**src/sv/spq_pkg.sv**
```systemverilog
// Shared types and codes for the sorted priority queue.
// Used by spq_ctrl, spq_datapath, the top level and the checker.
package spq_pkg;

  localparam int unsigned DEPTH_DEFAULT = 8;

  localparam int unsigned CMD_W = 2;
  localparam int unsigned VAL_W = 32;
  localparam int unsigned PRI_W = 8;
  localparam int unsigned STAT_W = 2;
  localparam int unsigned OCC_W = 4;

  localparam logic [CMD_W-1:0] CMD_ENQ = 2'd0;
  localparam logic [CMD_W-1:0] CMD_DEQ = 2'd1;
  localparam logic [CMD_W-1:0] CMD_CLR = 2'd2;

  localparam logic [STAT_W-1:0] STAT_OK = 2'd0;
  localparam logic [STAT_W-1:0] STAT_FULL = 2'd1;
  localparam logic [STAT_W-1:0] STAT_EMPTY = 2'd2;

  // Decoded operation for one accepted transaction.
  typedef struct packed {
    logic load;
    logic enq;
    logic deq;
    logic clr;
  } spq_cmd_t;

endpackage

```
**src/sv/sorted_priority_queue_top.sv**
```systemverilog
// Sorted priority queue: up to DEPTH value/priority entries, highest first.
// Accepts one command per transaction on the request channel (cmd_i with
// item_value_i and item_priority_i) and returns one result per command on the
// result channel (out_valid_o, out_value_o, out_priority_o, status_o and
// occupancy_o, the entry count after the command, modulo 16).
// Both channels use valid and stall; a transaction completes on a rising
// edge with valid high and stall low.
// The result is registered at the edge that accepts the command. Throughput
// is one command per cycle while the result receiver does not stall; every
// cell of the sorted shift line compares against the new priority in
// parallel, so an enqueue or a dequeue updates the whole line at once.
// While the result receiver stalls, the held result stays unchanged and the
// request channel stalls too; when the result drains, a new command is taken
// in the same cycle. Reset empties the queue and the result register; entry
// contents are not cleared, since only entries below the count are read.
module sorted_priority_queue_top #(
  parameter int unsigned DEPTH = spq_pkg::DEPTH_DEFAULT
) (
  input  logic                              clk_i,
  input  logic                              rst_ni,
  input  logic                              req_valid_i,
  output logic                              req_stall_o,
  input  logic [spq_pkg::CMD_W-1:0]         cmd_i,
  input  logic signed [spq_pkg::VAL_W-1:0]  item_value_i,
  input  logic [spq_pkg::PRI_W-1:0]         item_priority_i,
  output logic                              res_valid_o,
  input  logic                              res_stall_i,
  output logic                              out_valid_o,
  output logic signed [spq_pkg::VAL_W-1:0]  out_value_o,
  output logic [spq_pkg::PRI_W-1:0]         out_priority_o,
  output logic [spq_pkg::STAT_W-1:0]        status_o,
  output logic [spq_pkg::OCC_W-1:0]         occupancy_o
);

  spq_pkg::spq_cmd_t cmd;

  spq_ctrl u_ctrl (
    .clk_i       (clk_i),
    .rst_ni      (rst_ni),
    .req_valid_i (req_valid_i),
    .req_stall_o (req_stall_o),
    .cmd_i       (cmd_i),
    .res_valid_o (res_valid_o),
    .res_stall_i (res_stall_i),
    .cmd_o       (cmd)
  );

  spq_datapath #(
    .DEPTH (DEPTH)
  ) u_datapath (
    .clk_i           (clk_i),
    .rst_ni          (rst_ni),
    .cmd_i           (cmd),
    .item_value_i    (item_value_i),
    .item_priority_i (item_priority_i),
    .out_valid_o     (out_valid_o),
    .out_value_o     (out_value_o),
    .out_priority_o  (out_priority_o),
    .status_o        (status_o),
    .occupancy_o     (occupancy_o)
  );

endmodule

```
**src/sv/spq_ctrl.sv**
```systemverilog
// Controller of the sorted priority queue: handshakes and command decode.
// Depends on spq_pkg.
module spq_ctrl (
  input  logic                       clk_i,
  input  logic                       rst_ni,
  input  logic                       req_valid_i,
  output logic                       req_stall_o,
  input  logic [spq_pkg::CMD_W-1:0]  cmd_i,
  output logic                       res_valid_o,
  input  logic                       res_stall_i,
  output spq_pkg::spq_cmd_t          cmd_o
);

  localparam logic RES_EMPTY = 1'b0;
  localparam logic RES_HOLD  = 1'b1;

  logic state_q, state_d;
  logic fire;

  // A new transaction is taken whenever the result register is free or drains now.
  assign req_stall_o = (state_q == RES_HOLD) && res_stall_i;
  assign fire        = req_valid_i && !req_stall_o;
  assign res_valid_o = (state_q == RES_HOLD);

  always_comb begin
    cmd_o      = '0;
    cmd_o.load = fire;
    case (cmd_i)
      spq_pkg::CMD_ENQ: cmd_o.enq = fire;
      spq_pkg::CMD_DEQ: cmd_o.deq = fire;
      spq_pkg::CMD_CLR: cmd_o.clr = fire;
      default: ;
    endcase
  end

  always_comb begin
    state_d = state_q;
    case (state_q)
      RES_EMPTY: if (fire) state_d = RES_HOLD;
      RES_HOLD: begin
        if (fire) begin
          state_d = RES_HOLD;
        end else if (!res_stall_i) begin
          state_d = RES_EMPTY;
        end
      end
      default: state_d = RES_EMPTY;
    endcase
  end

  always_ff @(posedge clk_i or negedge rst_ni) begin
    if (!rst_ni) begin
      state_q <= RES_EMPTY;
    end else begin
      state_q <= state_d;
    end
  end

endmodule

```
**src/sv/spq_datapath.sv**
```systemverilog
// Datapath of the sorted priority queue: a sorted shift line of entries,
// the entry count and the result register. Depends on spq_pkg.
module spq_datapath #(
  parameter int unsigned DEPTH = spq_pkg::DEPTH_DEFAULT
) (
  input  logic                              clk_i,
  input  logic                              rst_ni,
  input  spq_pkg::spq_cmd_t                 cmd_i,
  input  logic signed [spq_pkg::VAL_W-1:0]  item_value_i,
  input  logic [spq_pkg::PRI_W-1:0]         item_priority_i,
  output logic                              out_valid_o,
  output logic signed [spq_pkg::VAL_W-1:0]  out_value_o,
  output logic [spq_pkg::PRI_W-1:0]         out_priority_o,
  output logic [spq_pkg::STAT_W-1:0]        status_o,
  output logic [spq_pkg::OCC_W-1:0]         occupancy_o
);

  localparam int unsigned CW = $clog2(DEPTH + 1);

  logic signed [spq_pkg::VAL_W-1:0] val_q [DEPTH];
  logic signed [spq_pkg::VAL_W-1:0] val_d [DEPTH];
  logic [spq_pkg::PRI_W-1:0]        pri_q [DEPTH];
  logic [spq_pkg::PRI_W-1:0]        pri_d [DEPTH];
  logic [CW-1:0]                    count_q, count_d;
  logic [DEPTH-1:0]                 le;
  logic                             full, empty;
  logic                             res_vld_d;
  logic signed [spq_pkg::VAL_W-1:0] res_val_d;
  logic [spq_pkg::PRI_W-1:0]        res_pri_d;
  logic [spq_pkg::STAT_W-1:0]       res_stat_d;
  logic [CW+spq_pkg::OCC_W-1:0]     occ_ext;

  assign full  = (count_q == CW'(DEPTH));
  assign empty = (count_q == '0);

  // A cell is "at or below" the new entry when it is unused or strictly lower.
  // Since the line is sorted, these flags form a single run down to the last cell.
  always_comb begin
    for (int k = 0; k < DEPTH; k++) begin
      le[k] = (CW'(k) >= count_q) || (pri_q[k] < item_priority_i);
    end
  end

  always_comb begin
    for (int k = 0; k < DEPTH; k++) begin
      val_d[k] = val_q[k];
      pri_d[k] = pri_q[k];
      if (cmd_i.enq && !full) begin
        if (le[k] && (k == 0 || !le[(k == 0) ? 0 : k-1])) begin
          val_d[k] = item_value_i;
          pri_d[k] = item_priority_i;
        end else if (k > 0 && le[(k == 0) ? 0 : k-1]) begin
          val_d[k] = val_q[(k == 0) ? 0 : k-1];
          pri_d[k] = pri_q[(k == 0) ? 0 : k-1];
        end
      end else if (cmd_i.deq && k < DEPTH-1) begin
        val_d[k] = val_q[(k < DEPTH-1) ? k+1 : k];
        pri_d[k] = pri_q[(k < DEPTH-1) ? k+1 : k];
      end
    end
  end

  always_comb begin
    count_d    = count_q;
    res_vld_d  = 1'b0;
    res_val_d  = '0;
    res_pri_d  = '0;
    res_stat_d = spq_pkg::STAT_OK;
    if (cmd_i.enq) begin
      if (full) begin
        res_stat_d = spq_pkg::STAT_FULL;
      end else begin
        count_d = count_q + CW'(1);
      end
    end else if (cmd_i.deq) begin
      if (empty) begin
        res_stat_d = spq_pkg::STAT_EMPTY;
      end else begin
        res_vld_d = 1'b1;
        res_val_d = val_q[0];
        res_pri_d = pri_q[0];
        count_d   = count_q - CW'(1);
      end
    end else if (cmd_i.clr) begin
      count_d = '0;
    end
  end

  // Occupancy is reported modulo 16.
  assign occ_ext = {{spq_pkg::OCC_W{1'b0}}, count_d};

  always_ff @(posedge clk_i or negedge rst_ni) begin
    if (!rst_ni) begin
      count_q <= '0;
    end else if (cmd_i.load) begin
      count_q <= count_d;
    end
  end

  always_ff @(posedge clk_i) begin
    if (cmd_i.load) begin
      val_q          <= val_d;
      pri_q          <= pri_d;
      out_valid_o    <= res_vld_d;
      out_value_o    <= res_val_d;
      out_priority_o <= res_pri_d;
      status_o       <= res_stat_d;
      occupancy_o    <= occ_ext[spq_pkg::OCC_W-1:0];
    end
  end

endmodule

```
**config.mk**
```make
export PLATFORM = sky130hd
export DESIGN_NAME = sorted_priority_queue_top
export DESIGN_NICKNAME = d
export VERILOG_FILES = /design/src/sv/spq_pkg.sv /design/src/sv/sorted_priority_queue_top.sv /design/src/sv/spq_ctrl.sv /design/src/sv/spq_datapath.sv
export SDC_FILE = /design/constraint.sdc
export NUM_CORES = 1
export LEC_CHECK = 0
export BUFFER_PORTS_ARGS = -buffer_cell sky130_fd_sc_hd__buf_2
export CAP_MARGIN = 20
export CORE_ASPECT_RATIO = 1.4
export CORE_MARGIN = 8
export CORE_UTILIZATION = 30
export CTS_CLUSTER_DIAMETER = 60
export DETAILED_ROUTE_END_ITERATION = 8
export GPL_TIMING_DRIVEN = 0
export PLACE_DENSITY_LB_ADDON = 0.1
export SLEW_MARGIN = 20
export SYNTH_ARGS = -nofsm -noshare
export SYNTH_HDL_FRONTEND = slang
export SYNTH_SLANG_ARGS = --single-unit
export TNS_END_PERCENT = 5
```
**constraint.sdc**
```tcl
create_clock -name clk_i -period 8.5 [get_ports clk_i]
set_input_delay 0.425 -clock clk_i [delete_from_list [all_inputs] [get_ports clk_i]]
set_output_delay 0.425 -clock clk_i [all_outputs]
set_load 0.1 [all_outputs]
```
==> metrics.cfg, run 1 <==
[outcome]
outcome = finished clean

[routing]
wl_per_cell_um = 26.5
drc = 0
routed_wl_mm = 70.3
dr_total_vias = 14100
via_per_inst = 5.32
initialDrtViolationCount = 1067
ant_nets = 0
dr.pass1.iters = 5

[sta]
fin_skew_ns = 0.0191
relSlewSlack_pct = 33.4
worst_pin_slew_ns = 0.996
finalHoldViolCount = 0
fin_crit_ns = 4.56
setup_viol = 0
whs_ns = 0.0818
post-route-period-util_pct = 53.7
rsz0062_at_grt = false
slew_violations = 0
final.setup.tns_ns = 0
fmax_ghz = 0.219

[yosys]
async_flop_share_pct = 1.34
ys_ff_latch = 372
syn_inst = 1624
synth_top_area_share_pct = 58.1
synth_edf_count = 367
syn_area_um2 = 19000
yosysTopAreaCell = edfxtp_1
ys_seq_area_share_pct = 58.7
synth_common_cells = edfxtp_1 (367), nand2_1 (333), mux2i_1 (127), o21ai_1 (125), nand3_1 (81)
ys_types = 54
synth_most_common_cell = edfxtp_1
synthTopCellsByArea = edfxtp_1 (58%), mux2i_1 (6.7%), nand2_1 (6.6%)
synth_area_per_cell_um2 = 11.7
ys.flop_type = edfxtp_1
ys_warn_count = 0
syn-num-nets = 1730

[critical_path]
rrSetupSlack_ns = 3.94
critPathMaxFanout = 53
cp.required_ns = 8.83
worst_setup_path_start_kind = flip-flop
crit_path_max_incr_delay_ns = 0.79
cp_num_buf_inv = 5
reg2reg_from = u_ctrl.res_valid_o$_DFF_PN0_
path_class = reg2reg
cp-end-kind = flip-flop
worstReg2RegEnd = u_datapath.val_q[101]$_DFFE_PP_
cp_slowest_cell = nor3_2
cpMostUsedCell = nand2_1
arrival_ns = 4.89
reg2reg_depth = 10
crit_family = buffers and inverters
crit_path_cell_trace = nand2_1 > nand2_2 > inv_4 > nand2_1 > nor3_2 > clkbuf_1 > buf_1 > a31oi_4 > buf_16 > buf_8

[place]
gp_congestion = 0.819
io_buffer_count = 93
place_area_um2 = 21100
dpl.hpwl_mm = 48.7

[power]
leakagePower_uw = 0.00840
p_per_area_nw_per_um2 = 241
peakVddDrop_uv = 153
total_power_uw = 5420

[clocking]
cts_root_buf = clkbuf_16
cts_buffer_depth = 3
tritoncts = yes
htree_levels = 2
clock-sinks = 372
clk_latency_ns = 0.58
postCtsSetupBuffers = 0
clk_pin_slew_worst_paths_ns = 0.06
cts_buffers = 44

[floorplan]
io_pins = 95
initial_core_util_pct = 30.2
die_w_um = 229
rows = 109
design.core.area_um2 = 62900
die_h_um = 314
fp.dieArea_um2 = 71700

[worst_hold_path]
worstHoldStart = req_valid_i
min_delay_path_depth = 2
worst_hold_path.endpoint = u_ctrl.res_valid_o$_DFF_PN0_
hp-class = in2reg

[cells_and_area]
synthToLayoutAreaGrowth_pct = 18.4
final_util_pct = 35.7
drive_above_1_share_pct = 13.6
layout.nets = 1893
postLayoutCellArea_um2 = 22500

[global_route]
grt_max_degree = 54
grt_pass1_wl_mm = 103
grt_pass1_vias = 15000
gr-usage-all-layers_pct = 19.2
antenna_found_initial = 3
grt_overflow_total = 0

[job]
max_cap_viol_count = 0

cells by family after synthesis:
group | count (synthesis) | synth area share [%]
and+or+nand+nor | 556 | 13.1
DFF | 372 | 58.7
AOI/OAI and AO/OA | 336 | 11.8
muxes | 161 | 8.72
buffers and inverters | 138 | 3.61
adders and majority gates | 60 | 3.96
xor gates and xnor gates | 1 | 0.0462
what timing repair did:
action,in CTS,in global routing
hold buffers,1,0
gates resized for setup,0,0
hold endpoints to repair,5,0
through the flow:
stage | cells | setup slack (ns)
finish | 2654 | 3.94
global route | 2653 | 3.66
CTS | 2652 | 3.86
detailed placement | 2572 | 3.72
global placement | 2549 | 0.451
floorplan | 1624 | 3.42
sequential cells by signal (all words and copies together), names as in the netlist:
register,count
u_datapath.status_o,2
u_ctrl.res_valid_o,1
u_datapath.out_priority_o,8
u_datapath.occupancy_o,4
u_datapath.pri_q,64
u_datapath.val_q,256
u_datapath.out_valid_o,1
u_datapath.out_value_o,32
u_datapath.count_q,4
worst max path at each step:
stage                                       startpoint                              end  slack (ns)  depth (start not counted)
after floorplan           u_ctrl.res_valid_o$_DFF_PN0_   u_datapath.pri_q[16]$_DFFE_PP_        3.42                         11
after CTS                 u_ctrl.res_valid_o$_DFF_PN0_   u_datapath.val_q[98]$_DFFE_PP_        3.86                         10
after detailed placement                   res_stall_i  u_datapath.val_q[108]$_DFFE_PP_        3.72                         11
after global placement                     res_stall_i   u_datapath.val_q[12]$_DFFE_PP_        0.45                         11
after global routing      u_ctrl.res_valid_o$_DFF_PN0_  u_datapath.val_q[100]$_DFFE_PP_        3.66                         10
final                     u_ctrl.res_valid_o$_DFF_PN0_  u_datapath.val_q[101]$_DFFE_PP_        3.94                         10
where the power goes:
| group | internal (uW) | switching, uW |
|---|---|---|
| combinational | 414 | 910 |
| clock | 1000 | 818 |
| sequential | 2200 | 76.9 |
| total | 3610 | 1800 |
area by class of cell:
cell class	instances	area (um^2)
well taps	832	1040
diodes	2	5.00
multi-input cells	1114	7250
plain buffers	115	598
flip-flops and latches	372	11100
clock inverters	23	148
inverters	23	88.8
repair buffers	117	1030
fillers	6292	40400
clock buffers	56	1170
placed cells by master (no fill, tap or decap), types with 6 or more instances in the layout:
master,Yosys,routed
a21oi_1,32,29
a221o_1,40,40
and2_1,42,42
and3_1,42,42
buf_16,0,16
buf_2,31,124
buf_4,10,10
buf_6,6,6
buf_8,4,10
clkbuf_1,59,70
clkbuf_16,0,45
clkinv_1,0,10
clkinv_2,0,6
edfxtp_1,367,367
ha_1,60,60
inv_1,22,22
mux2_1,34,34
mux2i_1,127,127
nand2_1,333,333
nand2b_1,14,14
nand3_1,81,81
nor2_1,21,19
nor3_1,6,6
o211ai_1,72,72
o21a_1,6,6
o21ai_0,19,19
o21ai_1,125,124
o221ai_1,7,7
layer usage:
layer / track usage (%) / wire, um
met2: 33.9 / 35400
met3: 3.07 / 3570
met4: 7.71 / 2710
met5: 0 / 13
met1: 23.2 / 28600
worst reg2reg max path: stages (launching register included):
cell and delay (ns):
dfrtp_1 0.37, nand2_1 0.12, nand2_2 0.12, inv_4 0.59
nand2_1 0.26, nor3_2 0.79, clkbuf_1 0.48, buf_1 0.65
a31oi_4 0.47, buf_16 0.30, buf_8 0.17
Note: power is estimated with default switching activity, not from simulation.
==> run 2, diff against run 1 <==
==> constraint.sdc (replaced) <==
create_clock -name clk_i -period 4.16 [get_ports clk_i]
set_input_delay 0.208 -clock clk_i [delete_from_list [all_inputs] [get_ports clk_i]]
set_output_delay 0.208 -clock clk_i [all_outputs]
set_load 0.1 [all_outputs]
==> run 2 against run 1 <==
  * Die area stayed put
  * Cell count is 0.38% higher
  * Design area is 0.93% higher
  * Sequential power is 100% higher
  * Critical endpoint is now u_datapath.val_q[79]$_DFFE_PP_
  * Largest cell class unchanged
  * Largest power group unchanged
==> metrics.cfg, run 2 (same netlist as run 1, synthesis figures left out) <==
[outcome]
outcome = finished clean

[floorplan]
fp.dieArea_um2 = 71700
rows = 109
initial_core_util_pct = 30.2
die_w_um = 229
die_h_um = 314
design.core.area_um2 = 62900
io_pins = 95

[sta]
finalHoldViolCount = 0
final.setup.tns_ns = 0
whs_ns = 0.0328
fin_skew_ns = 0.0277
slew_violations = 0
fin_crit_ns = 3.77
post-route-period-util_pct = 90.6
setup_viol = 0
worst_pin_slew_ns = 1.00
rsz0062_at_grt = false
fmax_ghz = 0.265
relSlewSlack_pct = 32.8

[routing]
wl_per_cell_um = 25.8
initialDrtViolationCount = 1058
via_per_inst = 5.29
drc = 0
dr_total_vias = 14100
dr.pass1.iters = 5
ant_nets = 0
routed_wl_mm = 68.7

[cells_and_area]
final_util_pct = 36.1
drive_above_1_share_pct = 13.5
regMostFlops = u_datapath.val_q
fin_cells = 2664
synthToLayoutAreaGrowth_pct = 19.5
final_common_cell = edfxtp_1
layout.nets = 1906
n_antenna_cell = 0
top_regs = u_datapath.val_q x256, u_datapath.pri_q x64, u_datapath.out_value_o x32
layout_common_cells = edfxtp_1 (367), nand2_1 (333), mux2i_1 (127)
largest_reg_flops = 256

[power]
pwr-share-seq_pct = 41.5
peakVddDrop_uv = 265
swShare_pct = 32.2
p_sw_uw = 3600
leakagePower_uw = 0.00847
pwr-share-comb_pct = 23.9
total_power_uw = 11200
pwr-share-clk_pct = 34.5
p_per_area_nw_per_um2 = 493
intPower_uw = 7590

[critical_path]
rrSetupSlack_ns = 0.39
cp.required_ns = 4.45
cp_slowest_cell = a21oi_4
worstReg2RegEnd = u_datapath.val_q[79]$_DFFE_PP_
cp-end-kind = flip-flop
reg2reg_from = u_datapath.count_q[1]$_DFFE_PN0P_
crit_path_max_incr_delay_ns = 0.56
path_class = reg2reg
cpMostUsedCell = buf_6
arrival_ns = 4.06
cp-startpoint = u_datapath.count_q[1]$_DFFE_PN0P_
worst_setup_path_start_kind = flip-flop
reg2reg_depth = 13
endpoint = u_datapath.val_q[79]$_DFFE_PP_
critPathMaxFanout = 11
crit_path_cell_trace = inv_1 > ha_1 > nand2_1 > nor2_1 > or3_1 > clkbuf_1 > buf_2 > buf_6 > buf_6 > nor3_2 > a21oi_4 > buf_16 > buf_8

[worst_hold_path]
hp-class = in2reg

[place]
io_buffer_count = 93
dpl.hpwl_mm = 47.8
gp_congestion = 0.842
dp_cells = 2568

[clocking]
cts_buffers = 44
tritoncts = yes
htree_levels = 2
clock-sinks = 372
cts_buffer_depth = 3
clk_pin_slew_worst_paths_ns = 0.06
cts_root_buf = clkbuf_16
clk_latency_ns = 0.58

[global_route]
gr-usage-all-layers_pct = 18.7
grt_overflow_total = 0
grt_max_degree = 54
grt_pass1_wl_mm = 101
antenna_found_initial = 5
grt_pass1_vias = 14900

[job]
max_cap_viol_count = 0

## run 2: cell count changes in the layout (fill, tap and decap cells not counted), sizes merged
cell         change
dlygate4sd3     +17
clkinv          -11
clkbuf           +8
buf              -4
bufinv           +2
diode            -2
clkinvlp         +1
inv              -1
## run 2: routing by layer
layer  up-vias  track usage [%]  share of wire, %
met5         -                0             0.017
met4         2             7.19               3.7
met3       141             2.61               4.6
met2       456             33.9                51
met1      7038             22.1                40
li1       6450                -                 -
## run 2: how the worst min path moves through the flow
stage | slack [ns] | from | to | cells past startpoint
after CTS | 0.0004 | item_value_i[7] | u_datapath.val_q[7]$_DFFE_PP_ | 2
final | 0.03 | item_value_i[29] | u_datapath.val_q[29]$_DFFE_PP_ | 2
after global placement | 0.04 | rst_ni | u_datapath.count_q[3]$_DFFE_PN0P_ | 1
after global routing | 0.02 | item_value_i[7] | u_datapath.val_q[7]$_DFFE_PP_ | 2
after floorplan | -0.09 | rst_ni | u_ctrl.res_valid_o$_DFF_PN0_ | 0
after detailed placement | 0.04 | rst_ni | u_datapath.count_q[3]$_DFFE_PN0P_ | 1
## run 2: layout make-up
class	count	area, um^2
Fill cell	6213	40200
Sequential cell	372	11100
Multi-Input combinational cell	1114	7260
Clock buffer	64	1240
Timing Repair Buffer	130	1140
Tap cell	832	1040
Buffer	115	599
Clock inverter	14	159
Inverter	23	93.8
## run 2: stage by stage
step                      setup slack [ns]  instance area, um^2
final                                0.391                22700
after global routing                 0.186                22700
after CTS                           0.0694                22700
after detailed placement            -0.576                21100
after global placement               -3.58                20500
after floorplan                     -0.622                19000
## run 2: critical path, delay by kind of cell (launching register included)
family / cells / cell delay [ns]
flops: 1 / 0.49
compound gates: 1 / 0.56
fa+ha+maj: 1 / 0.30
simple gates: 4 / 0.56
buf+inv: 7 / 1.56
## run 2: power by group through the flow
stage               registers (uW)  logic [uW]  clock network (uW)
finish                        4640        2680                3860
global route                  4670        2870                4070
CTS                           4640        2700                3990
detailed placement            4710        2670                   0
global placement              4750        2550                   0
floorplan                     4900        1480                   0
## run 2: repair_timing
item                       CTS  global route
pin swaps                    0             0
hold buffers                18             0
gates resized for setup      3             2
hold endpoints to repair    20             0
buffers inserted             0             0
setup endpoints to repair  134            12
